**config.mk**
```make
export PLATFORM = sky130hd
export DESIGN_NAME = banked_register_file_unit_flat
export DESIGN_NICKNAME = d
export VERILOG_FILES = /design/src/rtl/brf_pkg.sv /design/src/rtl/brf_req_if.sv /design/src/rtl/brf_rsp_if.sv /design/src/rtl/brf_mem.sv /design/src/rtl/brf_seq.sv /design/src/rtl/banked_register_file_unit.sv /design/src/flat_wrapper.sv
export VERILOG_INCLUDE_DIRS = /design/src /design/src/rtl
export SDC_FILE = /design/constraint.sdc
export NUM_CORES = 1
export LEC_CHECK = 0
export BUFFER_PORTS_ARGS = -buffer_cell sky130_fd_sc_hd__buf_2
export CAP_MARGIN = 15
export CORE_UTILIZATION = 23
export DETAILED_ROUTE_END_ITERATION = 10
export PLACE_DENSITY = 0.35
export SYNTH_ARGS = -nofsm -noshare
export SYNTH_HDL_FRONTEND = slang
export SYNTH_SLANG_ARGS = --single-unit
```
**constraint.sdc**
```tcl
create_clock -name clk -period 5.4 [get_ports clk]
set_input_delay 0.27 -clock clk [delete_from_list [all_inputs] [get_ports clk]]
set_output_delay 0.27 -clock clk [all_outputs]
set_load 0.01 [all_outputs]
```
**src/rtl/banked_register_file_unit_defines.svh**
```systemverilog
// Assertion macros used by the banked register file sequencer.
`ifndef BANKED_REGISTER_FILE_UNIT_DEFINES_SVH
`define BANKED_REGISTER_FILE_UNIT_DEFINES_SVH

// Checks that the consequent holds in the same cycle as the antecedent.
`define BRF_ASSERT_NOW(label, ante, cons, msg) \
  label: assert property (@(posedge clk) disable iff (rst) (ante) |-> (cons)) \
    else $error(msg);

// Checks that the consequent holds in the cycle after the antecedent.
`define BRF_ASSERT_NEXT(label, ante, cons, msg) \
  label: assert property (@(posedge clk) disable iff (rst) (ante) |=> (cons)) \
    else $error(msg);

`endif

```
**src/rtl/brf_pkg.sv**
```systemverilog
// Types, constants and decode functions of the banked register file.
package brf_pkg;

  localparam int DATA_W = 32;

  // Register memory: plain r0-r15, FIQ r8-r14, then r13/r14 of IRQ, SVC, ABT, UND.
  localparam int RF_AW = 5;
  // Saved status memory: FIQ, IRQ, SVC, ABT, UND.
  localparam int SS_AW = 3;

  localparam logic [RF_AW-1:0] PC_ADDR     = 5'd15;
  localparam logic [RF_AW-1:0] FIQ_BASE    = 5'd16;
  localparam logic [RF_AW-1:0] SL_BASE     = 5'd23;
  localparam logic [RF_AW-1:0] FIQ_LR_ADDR = 5'd22;
  localparam logic [RF_AW-1:0] IRQ_LR_ADDR = 5'd24;

  localparam logic [SS_AW-1:0] SS_FIQ_SLOT = 3'd0;
  localparam logic [SS_AW-1:0] SS_IRQ_SLOT = 3'd1;

  // Operation codes of a request transaction.
  localparam logic [2:0] OP_RD_REG = 3'd0;
  localparam logic [2:0] OP_WR_REG = 3'd1;
  localparam logic [2:0] OP_RD_SR  = 3'd2;
  localparam logic [2:0] OP_WR_SR  = 3'd3;
  localparam logic [2:0] OP_IRQ    = 3'd4;
  localparam logic [2:0] OP_FIQ    = 3'd5;
  localparam logic [2:0] OP_RD_SS  = 3'd6;

  // Processor mode codes held in the low five status bits.
  localparam logic [4:0] MODE_USR = 5'h10;
  localparam logic [4:0] MODE_FIQ = 5'h11;
  localparam logic [4:0] MODE_IRQ = 5'h12;
  localparam logic [4:0] MODE_SVC = 5'h13;
  localparam logic [4:0] MODE_ABT = 5'h17;
  localparam logic [4:0] MODE_UND = 5'h1B;
  localparam logic [4:0] MODE_SYS = 5'h1F;

  // Bank classes derived from the mode.
  localparam logic [2:0] CLS_PLAIN = 3'd0;
  localparam logic [2:0] CLS_FIQ   = 3'd1;
  localparam logic [2:0] CLS_IRQ   = 3'd2;
  localparam logic [2:0] CLS_SVC   = 3'd3;
  localparam logic [2:0] CLS_ABT   = 3'd4;
  localparam logic [2:0] CLS_UND   = 3'd5;
  localparam logic [2:0] CLS_BAD   = 3'd6;

  localparam logic [DATA_W-1:0] STATUS_RESET = 32'h0000_0010;
  localparam logic [DATA_W-1:0] BAD_READ     = 32'hDEAD_BEEF;
  localparam logic [DATA_W-1:0] IRQ_VECTOR   = 32'h0000_0018;
  localparam logic [DATA_W-1:0] FIQ_VECTOR   = 32'h0000_001C;
  localparam logic [DATA_W-1:0] PC_MASK      = ~32'h0000_0001;

  // Write port and read address of one memory.
  typedef struct packed {
    logic              we;
    logic [RF_AW-1:0]  waddr;
    logic [DATA_W-1:0] wdata;
    logic [RF_AW-1:0]  raddr;
  } rf_req_t;

  typedef struct packed {
    logic              we;
    logic [SS_AW-1:0]  waddr;
    logic [DATA_W-1:0] wdata;
    logic [SS_AW-1:0]  raddr;
  } ss_req_t;

  // One result transaction.
  typedef struct packed {
    logic [DATA_W-1:0] read_data;
    logic              pc_written;
    logic              bad_mode;
  } res_t;

  // Storage location of an architectural register.
  typedef struct packed {
    logic             ok;
    logic [RF_AW-1:0] addr;
  } cell_t;

  function automatic logic [2:0] mode_class(input logic [4:0] m);
    logic [2:0] c;
    unique case (m)
      MODE_USR, MODE_SYS: c = CLS_PLAIN;
      MODE_FIQ:           c = CLS_FIQ;
      MODE_IRQ:           c = CLS_IRQ;
      MODE_SVC:           c = CLS_SVC;
      MODE_ABT:           c = CLS_ABT;
      MODE_UND:           c = CLS_UND;
      default:            c = CLS_BAD;
    endcase
    return c;
  endfunction

  // Maps a register number in a bank class to its memory address.
  function automatic cell_t cell_map(input logic [2:0] cls, input logic [3:0] r);
    cell_t      m;
    logic [2:0] off;
    off    = cls - CLS_IRQ;
    m.ok   = 1'b1;
    m.addr = {1'b0, r};
    if (r < 4'd8 || r == 4'd15) begin
      if (r == 4'd15 && cls == CLS_BAD) begin
        m.ok = 1'b0;
      end
    end else if (cls == CLS_BAD) begin
      m.ok = 1'b0;
    end else if (cls == CLS_FIQ) begin
      m.addr = FIQ_BASE + {2'b00, r[2:0]};
    end else if (cls >= CLS_IRQ && r >= 4'd13) begin
      m.addr = SL_BASE + {2'b00, off[1:0], (r == 4'd14)};
    end
    return m;
  endfunction

endpackage

```
**src/rtl/brf_req_if.sv**
```systemverilog
// Request channel: operation, register number and write value.
interface brf_req_if import brf_pkg::*; ();
  logic              valid;
  logic              ready;
  logic [2:0]        mode;
  logic [3:0]        reg_index;
  logic [DATA_W-1:0] write_value;

  modport source (output valid, output mode, output reg_index, output write_value,
                  input ready);
  modport sink (input valid, input mode, input reg_index, input write_value,
                output ready);
endinterface

```
**src/rtl/brf_rsp_if.sv**
```systemverilog
// Response channel: read data and status flags.
interface brf_rsp_if import brf_pkg::*; ();
  logic              valid;
  logic              ready;
  logic [DATA_W-1:0] read_data;
  logic              pc_written;
  logic              bad_mode;

  modport source (output valid, output read_data, output pc_written, output bad_mode,
                  input ready);
  modport sink (input valid, input read_data, input pc_written, input bad_mode,
                output ready);
endinterface

```
**src/rtl/brf_mem.sv**
```systemverilog
// Synchronous memory with one write port, one registered read port and entry valid bits.
module brf_mem import brf_pkg::*; #(
  parameter int AW = RF_AW
) (
  input  logic              clk,
  input  logic              rst,
  input  logic              we,
  input  logic [AW-1:0]     waddr,
  input  logic [DATA_W-1:0] wdata,
  input  logic [AW-1:0]     raddr,
  output logic [DATA_W-1:0] rdata
);

  localparam int DEPTH = 1 << AW;

  logic [DATA_W-1:0] mem [DEPTH];
  logic [DEPTH-1:0]  vld;
  logic [DATA_W-1:0] rdata_q;
  logic              rvalid_q;

  // Storage array and registered read data.
  always_ff @(posedge clk) begin
    if (we) begin
      mem[waddr] <= wdata;
    end
    rdata_q <= mem[raddr];
  end

  // Valid bits: an entry never written reads as zero.
  always_ff @(posedge clk) begin
    if (rst) begin
      vld      <= '0;
      rvalid_q <= 1'b0;
    end else begin
      if (we) begin
        vld[waddr] <= 1'b1;
      end
      rvalid_q <= vld[raddr];
    end
  end

  assign rdata = rvalid_q ? rdata_q : '0;

endmodule

```
**src/rtl/brf_seq.sv**
```systemverilog
// Sequencer: decodes a transaction, reads, modifies and writes back the memories.
`include "banked_register_file_unit_defines.svh"

module brf_seq import brf_pkg::*; (
  input  logic              clk,
  input  logic              rst,
  brf_req_if.sink           req,
  output rf_req_t           rf_req,
  input  logic [DATA_W-1:0] rf_rdata,
  output ss_req_t           ss_req,
  input  logic [DATA_W-1:0] ss_rdata,
  output res_t              res,
  output logic              res_valid,
  input  logic              res_ready
);

  localparam logic [1:0] ST_IDLE = 2'd0;
  localparam logic [1:0] ST_EXEC = 2'd1;
  localparam logic [1:0] ST_VEC  = 2'd2;
  localparam logic [1:0] ST_RESP = 2'd3;

  logic [1:0]        state;
  logic [1:0]        state_next;
  logic [DATA_W-1:0] status_word;
  logic [DATA_W-1:0] status_word_next;

  logic [2:0]        op;
  logic [3:0]        idx;
  logic [DATA_W-1:0] val;
  logic [2:0]        cls;
  cell_t             loc;

  logic [2:0]        cur_cls;
  cell_t             cur_cell;
  logic              accept;
  logic              is_entry;
  logic [2:0]        ss_slot;
  res_t              res_next;

  assign accept    = req.valid && req.ready;
  assign req.ready = (state == ST_IDLE);
  assign res_valid = (state == ST_RESP);
  assign is_entry  = (op == OP_IRQ) || (op == OP_FIQ);

  // Decode of the incoming transaction against the current mode.
  assign cur_cls  = mode_class(status_word[4:0]);
  assign cur_cell = cell_map(cur_cls, req.reg_index);
  assign ss_slot  = cur_cls - CLS_FIQ;

  // Control state and the status word.
  always_ff @(posedge clk) begin
    if (rst) begin
      state       <= ST_IDLE;
      status_word <= STATUS_RESET;
    end else begin
      state       <= state_next;
      status_word <= status_word_next;
    end
  end

  // Transaction fields held while it is in flight.
  always_ff @(posedge clk) begin
    if (accept) begin
      op  <= req.mode;
      idx <= req.reg_index;
      val <= req.write_value;
      cls <= cur_cls;
      loc <= cur_cell;
    end
    if (state == ST_EXEC) begin
      res <= res_next;
    end
  end

  // Next state.
  always_comb begin
    state_next = state;
    unique case (state)
      ST_IDLE: if (accept) begin
        state_next = ST_EXEC;
      end
      ST_EXEC: state_next = is_entry ? ST_VEC : ST_RESP;
      ST_VEC:  state_next = ST_RESP;
      ST_RESP: if (res_ready) begin
        state_next = ST_IDLE;
      end
      default: state_next = ST_IDLE;
    endcase
  end

  // Read addresses are issued at acceptance; writes happen in the later states.
  always_comb begin
    rf_req       = '0;
    ss_req       = '0;
    rf_req.raddr = ((req.mode == OP_IRQ) || (req.mode == OP_FIQ)) ? PC_ADDR
                                                                   : cur_cell.addr;
    ss_req.raddr = ss_slot;
    if (state == ST_EXEC) begin
      if (op == OP_WR_REG && loc.ok) begin
        rf_req.we    = 1'b1;
        rf_req.waddr = loc.addr;
        rf_req.wdata = (idx == 4'd15) ? (val & PC_MASK) : val;
      end else if (is_entry) begin
        // The old r15 goes to the target link register, the status to its saved slot.
        rf_req.we    = 1'b1;
        rf_req.waddr = (op == OP_FIQ) ? FIQ_LR_ADDR : IRQ_LR_ADDR;
        rf_req.wdata = rf_rdata;
        ss_req.we    = 1'b1;
        ss_req.waddr = (op == OP_FIQ) ? SS_FIQ_SLOT : SS_IRQ_SLOT;
        ss_req.wdata = status_word;
      end
    end else if (state == ST_VEC) begin
      rf_req.we    = 1'b1;
      rf_req.waddr = PC_ADDR;
      rf_req.wdata = (op == OP_FIQ) ? FIQ_VECTOR : IRQ_VECTOR;
    end
  end

  // Status word updates and the result of the transaction.
  always_comb begin
    status_word_next = status_word;
    res_next         = '0;
    res_next.bad_mode = (cls == CLS_BAD);
    if (state == ST_EXEC) begin
      unique case (op)
        OP_RD_REG: res_next.read_data = loc.ok ? rf_rdata : BAD_READ;
        OP_WR_REG: res_next.pc_written = loc.ok && (idx == 4'd15);
        OP_RD_SR:  res_next.read_data = status_word;
        OP_WR_SR:  status_word_next = val;
        OP_IRQ: begin
          status_word_next   = {status_word[DATA_W-1:6], 1'b0, MODE_IRQ};
          res_next.pc_written = 1'b1;
        end
        OP_FIQ: begin
          status_word_next   = {status_word[DATA_W-1:6], 1'b0, MODE_FIQ};
          res_next.pc_written = 1'b1;
        end
        OP_RD_SS: begin
          if (cls == CLS_BAD) begin
            res_next.read_data = BAD_READ;
          end else if (cls != CLS_PLAIN) begin
            res_next.read_data = ss_rdata;
          end
        end
        default: res_next.read_data = '0;
      endcase
    end
  end

  // Checks on the sequencing of memory writes.
  `BRF_ASSERT_NEXT(a_entry_to_vec, state == ST_EXEC && is_entry, state == ST_VEC,
                   "entry must load the vector next")
  `BRF_ASSERT_NOW(a_vec_writes_pc, state == ST_VEC, rf_req.we && rf_req.waddr == PC_ADDR,
                  "vector state must write r15")
  `BRF_ASSERT_NOW(a_pc_even, rf_req.we && rf_req.waddr == PC_ADDR, !rf_req.wdata[0],
                  "r15 written with bit 0 set")
  `BRF_ASSERT_NOW(a_ss_write_on_entry, ss_req.we, state == ST_EXEC && is_entry,
                  "saved status written outside an entry")
  `BRF_ASSERT_NEXT(a_exec_to_resp, state == ST_EXEC && !is_entry, state == ST_RESP,
                   "result must follow execution")

endmodule

```
**src/rtl/banked_register_file_unit.sv**
```systemverilog
// Mode-banked register file: one result transaction for each request transaction.
// A result passes the execute state, the vector state for IRQ or FIQ entry, the result
// state and the output register. Transactions do not overlap: each runs the read, then
// write-back sequence through the single write port of the register memory.
// Reset: valid bits of both memories clear so every register and saved status reads
// zero, the status word becomes 0x10; no clearing pass, requests are taken at once.
module banked_register_file_unit import brf_pkg::*; (
  input  logic clk,
  input  logic rst,
  brf_req_if.sink   req,
  brf_rsp_if.source rsp
);

  rf_req_t           rf_req;
  ss_req_t           ss_req;
  logic [DATA_W-1:0] rf_rdata;
  logic [DATA_W-1:0] ss_rdata;
  res_t              res;
  logic              res_valid;
  logic              res_ready;
  logic              out_valid;
  res_t              out_data;

  brf_seq u_seq (
    .clk       (clk),
    .rst       (rst),
    .req       (req),
    .rf_req    (rf_req),
    .rf_rdata  (rf_rdata),
    .ss_req    (ss_req),
    .ss_rdata  (ss_rdata),
    .res       (res),
    .res_valid (res_valid),
    .res_ready (res_ready)
  );

  brf_mem #(.AW(RF_AW)) u_rf_mem (
    .clk   (clk),
    .rst   (rst),
    .we    (rf_req.we),
    .waddr (rf_req.waddr),
    .wdata (rf_req.wdata),
    .raddr (rf_req.raddr),
    .rdata (rf_rdata)
  );

  brf_mem #(.AW(SS_AW)) u_ss_mem (
    .clk   (clk),
    .rst   (rst),
    .we    (ss_req.we),
    .waddr (ss_req.waddr),
    .wdata (ss_req.wdata),
    .raddr (ss_req.raddr),
    .rdata (ss_rdata)
  );

  // Output register: takes a new result when empty or being drained.
  assign res_ready = !out_valid || rsp.ready;

  always_ff @(posedge clk) begin
    if (rst) begin
      out_valid <= 1'b0;
    end else if (res_ready) begin
      out_valid <= res_valid;
    end
  end

  always_ff @(posedge clk) begin
    if (res_valid && res_ready) begin
      out_data <= res;
    end
  end

  assign rsp.valid      = out_valid;
  assign rsp.read_data  = out_data.read_data;
  assign rsp.pc_written = out_data.pc_written;
  assign rsp.bad_mode   = out_data.bad_mode;

endmodule

```
**src/flat_wrapper.sv**
```systemverilog
// flat-port wrapper written by rule: the top's interface ports become plain ports
module banked_register_file_unit_flat import brf_pkg::*;
  (clk, rst, req_valid, req_mode, req_reg_index, req_write_value, req_ready, rsp_valid, rsp_read_data, rsp_pc_written, rsp_bad_mode, rsp_ready);
  brf_req_if req_i ();
  brf_rsp_if rsp_i ();
  input  logic clk;
  input  logic rst;
  input wire logic [$bits(req_i.valid)-1:0] req_valid;
  input wire logic [$bits(req_i.mode)-1:0] req_mode;
  input wire logic [$bits(req_i.reg_index)-1:0] req_reg_index;
  input wire logic [$bits(req_i.write_value)-1:0] req_write_value;
  output wire logic [$bits(req_i.ready)-1:0] req_ready;
  output wire logic [$bits(rsp_i.valid)-1:0] rsp_valid;
  output wire logic [$bits(rsp_i.read_data)-1:0] rsp_read_data;
  output wire logic [$bits(rsp_i.pc_written)-1:0] rsp_pc_written;
  output wire logic [$bits(rsp_i.bad_mode)-1:0] rsp_bad_mode;
  input wire logic [$bits(rsp_i.ready)-1:0] rsp_ready;
  assign req_i.valid = req_valid;
  assign req_i.mode = req_mode;
  assign req_i.reg_index = req_reg_index;
  assign req_i.write_value = req_write_value;
  assign req_ready = req_i.ready;
  assign rsp_valid = rsp_i.valid;
  assign rsp_read_data = rsp_i.read_data;
  assign rsp_pc_written = rsp_i.pc_written;
  assign rsp_bad_mode = rsp_i.bad_mode;
  assign rsp_i.ready = rsp_ready;
  banked_register_file_unit u_core (.clk(clk), .rst(rst), .req(req_i), .rsp(rsp_i));
endmodule
```
Word level (Yosys, flattened, before mapping)
Memory sizes are Yosys's and may differ from the RTL's. A register that Yosys moved wholly into a read port is not among the register bits.
Cells that the tools add are included.
- add/sub/neg operators: 4
- multiply operators: 0
- div/mod/pow operators: 0
- $lt $le $gt $ge: 9
- equality and inequality tests: 26
- shift-type cells: 0
- multiplexer cells: 44
- bitwise gates (word level): 4
- reductions and logical operators: 22
- operators by type and width (cell ; number):
    case mux 32 bit (3 select lines) ; 2
    two-way mux 32 bit ; 5
    two-way mux 38 bit ; 4
    two-way mux 36 bit ; 3
    equality test 5 bit, second input constant ; 7
    OR 32 bit ; 1
    two-way mux 5 bit ; 5
    equality test 3 bit, second input constant ; 7
    case mux 3 bit (6 select lines) ; 1
    two-way mux 1 bit ; 14
    equality test 4 bit, second input constant ; 3
    less-than comparator 5 x 6 -> 1 bit, second input constant ; 2
    adder 5 x 3 -> 5 bit, first input constant ; 2
    logical AND 1 bit ; 8
    less-than comparator 3 x 4 -> 1 bit, second input constant ; 2
    OR 8 bit ; 1
    case mux 2 bit (4 select lines) ; 1
    equality test 3 x 1 -> 1 bit, second input constant ; 2
    equality test 3 x 2 -> 1 bit, second input constant ; 2
    nonzero test 3 bit ; 2
    binary-select mux 1 bit (select 5 bit) ; 1
    demux 1 bit (select 5 bit) ; 1
    greater-or-equal comparator 5 x 1 -> 1 bit, second input constant ; 1
    equality test 2 bit, second input constant ; 2
    23 further kinds ; 30
- bits in registers: 193
- latch bits: 0
- memory bits (writable): 1280
- bits in read-only memories: 0
- input bits: 43
- logic and storage cells: 131
- memories: 2
- memories (memory ; words ; bits a word ; read ports ; clocked after Yosys merged registers in ; write ports ; line ; text):
    u_core.u_rf_mem.mem ; 32 ; 32 ; 1 ; 1 ; 1 ; brf_mem.sv:16 ; logic [DATA_W-1:0] mem [DEPTH];
    u_core.u_ss_mem.mem ; 8 ; 32 ; 1 ; 1 ; 1 ; brf_mem.sv:16 ;

Logic depth before layout (Yosys ltp)
- depth after elaboration: 12
- depth in mapped cells: 18

Cells and area by module
Synthesis repeated with hierarchy kept, for this count alone.
- cells, all modules: 2773
- area, all modules: 58796.4 µm²
- modules (own cells, without submodules) (module ; instances ; cells an instance ; area each (µm²) ; seq. area each (µm²)):
    brf_mem at u_core.u_rf_mem ; 1 ; 1692 ; 40955.5 ; 32050.7
    brf_mem at u_core.u_ss_mem ; 1 ; 479 ; 11061.9 ; 8508.2
    brf_seq ; 1 ; 563 ; 5703.0 ; 3143.0
    banked_register_file_unit ; 1 ; 39 ; 1076.0 ; 1041.0

Least setup slack after synthesis
No wires, ideal clock.
- path type: flip-flop to flip-flop
- start: register u_core.u_seq.status_word[4]
- end: register u_core.u_rf_mem.rdata_q[30] (read register of u_core.u_rf_mem.mem)
- library setup time: 0.133 ns
- arrival: 4.535 ns
- required time: 5.267 ns
- slack: 0.732 ns
- stages on the path, launching flop included: 16
- path buffers: 2
- period minus slack after synthesis: 4.668 ns
- path through: dfxtp_1 > clkbuf_1 > nand2_1 > nor3_1 > clkbuf_1 > inv_1 > ha_1 > a311o_1 > nor4_4 > mux2i_1 > inv_2 > mux2i_1 > a211oi_1 > or4_1 > o41ai_2 > o211ai_1
- longest elaborated chain between the ends: 10
- elaborated cells between the ends (all ways): 20
- those cells by class: add/sub (2); order compare (1); eq/ne (9); mux (6); reduce/logical (2)
- ends and longest elaborated chain (element ; line ; text):
    start, declared ; brf_seq.sv:24 ; logic [DATA_W-1:0] status_word;
    start signal, assigned ; brf_seq.sv:57 ; status_word <= status_word_next;
    equality test 5 bit ; brf_pkg.sv:83 ; unique case (m)
    OR reduction 2 bit ; brf_pkg.sv:83 ;
    case mux 3 bit (6 select lines) * ; brf_pkg.sv:83 ;
    named net u_core.u_seq.cur_cls[0] ; brf_seq.sv:33 ; logic [2:0] cur_cls;
    subtractor 2 bit / greater-or-equal comparator 3 x 2 -> 1 bit (equally long branches) ; brf_pkg.sv:99, brf_pkg.sv:110 ;
    adder 5 x 3 -> 5 bit / logical AND 1 bit (equally long branches) ; brf_pkg.sv:111, brf_pkg.sv:110 ;
    two-way mux 5 bit ; brf_pkg.sv:110 ; end else if (cls >= CLS_IRQ && r >= 4'd13) begin
    two-way mux 5 bit ; brf_pkg.sv:108 ; end else if (cls == CLS_FIQ) begin
    two-way mux 5 bit * ; brf_pkg.sv:106 ; end else if (cls == CLS_BAD) begin
    two-way mux 5 bit * ; brf_pkg.sv:102 ; if (r < 4'd8 || r == 4'd15) begin
    two-way mux 5 bit * ; brf_seq.sv:95 ; rf_req.raddr = ((req.mode == OP_IRQ) || (req.mode == OP_FIQ)) ? PC_ADDR
    end, declared ; brf_mem.sv:18 ; logic [DATA_W-1:0] rdata_q;
Mark *: on every way through the listed nets, which the timed path passes. The rest lies on a longest branch.
A chain may end at the register's enable or synchronous reset.

Worst setup path after layout
- start: register u_core.u_seq.status_word[2]
- end: register u_core.u_rf_mem.rdata_q[25] (read register of u_core.u_rf_mem.mem)
Same word-level chain as after synthesis.

==> impl_metrics.json <==
{
  "outcome": "finished clean",
  "start_util_pct": 23.2,
  "fin_crit_sh_pct": 91.6,
  "ys_ff_latch": 1339,
  "grt_pass1_vias": 31200,
  "ys_seq_area_share_pct": 75.1,
  "core_mm2": 0.223,
  "fin_util_pct": 27.8,
  "endpoint_kind": "flop",
  "drt-initial-drc-count": 2975,
  "worstSetupPathType": "reg2reg",
  "synth.avg_cell_area_um2": 13.8,
  "numCtsBuffers": 152,
  "maxSlewViolCount": 0,
  "ctsLongestPathBuffers": 3,
  "crit_chain": "o211a_1 > o21ai_0 > inv_1 > ha_1 > o211a_1 > nor4_4 > mux2i_4 > buf_12 > inv_8 > buf_4 > a21oi_1 > a221oi_1 > a211o_1 > nand4_1 > nand3_1",
  "place_congestion": 0.748,
  "vias_per_cell": 4.55,
  "grt_first_pass_wirelength_mm": 251,
  "htree_levels": 4,
  "vias": 32000,
  "dp_cells": 6703,
  "dieArea_mm2": 0.227,
  "min_period_ps": 4950,
  "final_hold_viol_count": 0,
  "mostFrequentLayoutCell": "edfxtp_1",
  "reg2reg_setup_slack_ps": 450,
  "r2r_start": "u_core.u_seq.status_word[2]",
  "min_to": "u_core.u_seq.val[8]",
  "path_delay_family": "compound AO/OA/AOI/OAI gates",
  "synth_edf_count": 1204,
  "fin_total_pwr_mw": 25.8,
  "die_h_um": 476,
  "reg2reg_depth": 15,
  "cp_slowest_cell": "nor4_4",
  "setup_tns_ps": 0,
  "die_width_um": 476,
  "post_cts_resized": 0,
  "fin_nets": 3980,
  "synthFlopType": "edfxtp_1",
  "cp_max_fo": 38,
  "dpl.hpwl_mm": 102,
  "cp-start-kind": "flop",
  "cp_common_cell": "o211a_1",
  "critPathArrivalTime_ps": 5670,
  "hold_depth": 2,
  "clk_latency_ps": 800,
  "worstPathRequired_ps": 6130,
  "postCtsHoldBufs": 42,
  "drive_gt1_share_pct": 13.9,
  "max_freq_ghz": 0.202,
  "drc_errors": 0,
  "drt-pass1-iter-count": 6,
  "syn_to_final_growth_pct": 19.6,
  "fin_skew_ps": 24.1,
  "groute.usage.overall_pct": 15.5,
  "path_buf_inv": 4,
  "drv_cap": 0,
  "hold_path.class": "in2reg",
  "p_leak_nw": 20.8,
  "slew_headroom_pct": 23.7,
  "grt_overflow": 0,
  "rsz0062_at_grt": "no",
  "instances_no_fill": 7029,
  "mostFrequentLayoutCells": "edfxtp_1, nand2_1, nand3_1, a21oi_1, clkbuf_16",
  "yosysUniqueCellTypes": 64,
  "netlist_area_mm2": 0.0518,
  "portBuffers": 78,
  "cts_tree": "yes",
  "hold_path_startpoint": "req_write_value[8]",
  "powerDensity_mw_per_mm2": 417,
  "clk_pin_slew_ps": 60,
  "finalHoldWorstSlack_ps": 189,
  "antenna_found_initial": 8,
  "peakVddDrop_mv": 0.338,
  "cts_root_buf": "clkbuf_16",
  "tightestPinTransition_ps": 1140,
  "async_reset_ff_share_pct": 0,
  "row_count": 173,
  "syn_nets": 3810,
  "ant_nets": 0,
  "synthCells": 3758,
  "finalSetupViolCount": 0,
  "grt_max_degree": 78,
  "routedWlPerCell_um": 25.5,
  "reg2reg_to": "u_core.u_rf_mem.rdata_q[25]",
  "design.portCount": 79,
  "cts_setup_buffers": 0,
  "cts.sinks": 1339,
  "ys_warn_count": 0,
  "max_stage_delay_ps": 570,
  "routed_wl_mm": 179
}
-- report_power, final --
part           switching (mW)  internal [mW]  total, mW
clock                    4.23           5.72       9.95
sequential              0.416           12.2       12.6
combinational            2.42          0.829       3.24
-- registers in the layout (all words and copies together) (netlist names), 2 cells and up --
name / cells
u_core.u_rf_mem.vld: 32
u_core.u_rf_mem.mem: 1024
u_core.u_seq.op: 3
u_core.u_ss_mem.mem: 64
u_core.u_seq.val: 32
u_core.rsp.read_data: 32
u_core.u_seq.state: 2
u_core.u_seq.cls: 3
u_core.u_seq.status_word: 32
u_core.u_rf_mem.rdata_q: 32
u_core.u_seq.loc: 6
u_core.u_ss_mem.vld: 2
u_core.u_ss_mem.rdata_q: 32
u_core.u_seq.idx: 4
u_core.u_seq.res: 34
-- metrics by stage --
stage	cell area (um^2)	setup slack [ps]
floorplan	51800	732
global placement	56700	557
detailed placement	56700	525
CTS	61800	504
global route	61900	186
finish	61900	453
-- cell usage after synthesis, drive strengths merged (2+ instances only) --
library cell / count / share of area (%)
nor2b: 12 / 0.14
buf: 71 / 0.71
o211a: 4 / 0.077
o211ai: 5 / 0.073
a21oi: 194 / 1.9
o21ba: 2 / 0.039
dfxtp: 135 / 5.2
a221o: 11 / 0.21
a31oi: 34 / 0.41
o22ai: 34 / 0.41
a211oi: 34 / 0.50
nor4: 2 / 0.053
ha: 9 / 0.22
nand4: 65 / 0.79
a22oi: 5 / 0.073
or4: 34 / 0.50
and3: 37 / 0.45
o21a: 2 / 0.029
nand2: 827 / 6.0
a211o: 32 / 0.54
or3: 8 / 0.097
o311a: 2 / 0.039
mux2: 68 / 1.5
nand2b: 6 / 0.073
nor2: 192 / 1.4
o21ai: 40 / 0.39
and2: 4 / 0.048
a32o: 28 / 0.54
nand3: 234 / 2.3
a311o: 2 / 0.039
a221oi: 34 / 0.58
edfxtp: 1204 / 70
xnor2: 2 / 0.034
mux2i: 103 / 2.0
inv: 14 / 0.10
clkbuf: 176 / 1.3
nor3: 12 / 0.12
a32oi: 64 / 1.1
or2: 2 / 0.024
-- per-layer routing --
metal,routed length (um),up-vias,part of all wire [%],track usage (%)
met5,0,-,0,0
met4,3330,0,1.9,3.77
met3,8130,208,4.5,2.43
met2,82600,788,46,24.6
met1,85000,16600,47,22.0
li1,-,14500,-,-
-- cell families (layout without fill, tap and decap cells) --
kind of cell,count (synthesis),after routing,synth area share [%]
XOR/XNOR,3,3,0.0508
AO/OA/AOI/OAI,536,536,7.11
other,0,4,0
buffers and inverters,261,553,2.09
multiplexers,171,171,3.48
adder cells (fa/ha/maj),9,9,0.218
AND/OR/NAND/NOR,1439,1439,12.0
flip-flops,1339,1339,75.1
-- how the worst max path moves through the flow --
stage	startpoint	endpoint	slack, ps	depth (start not counted)
finish	u_core.u_seq.status_word[2]	u_core.u_rf_mem.rdata_q[25]	450	15
global route	u_core.u_seq.status_word[2]	u_core.u_rf_mem.rdata_q[25]	190	15
CTS	u_core.u_seq.status_word[2]	u_core.u_rf_mem.rdata_q[25]	500	15
detailed placement	u_core.u_seq.status_word[2]	u_core.u_rf_mem.rdata_q[25]	530	15
global placement	u_core.u_seq.status_word[2]	u_core.u_rf_mem.rdata_q[25]	560	15
floorplan	u_core.u_seq.status_word[4]	u_core.u_rf_mem.rdata_q[30]	730	15
-- cell type report --
type	instances	area (um^2)
fill	22800	161000
sequential	1339	38900
multi-input combinational	2158	12300
clock buffer	224	4230
tap	2975	3720
timing repair buffer	263	2320
clock inverter	52	464
inverter	14	60.1
antenna	4	10.0
Note: power is estimated with default switching activity, not from simulation.
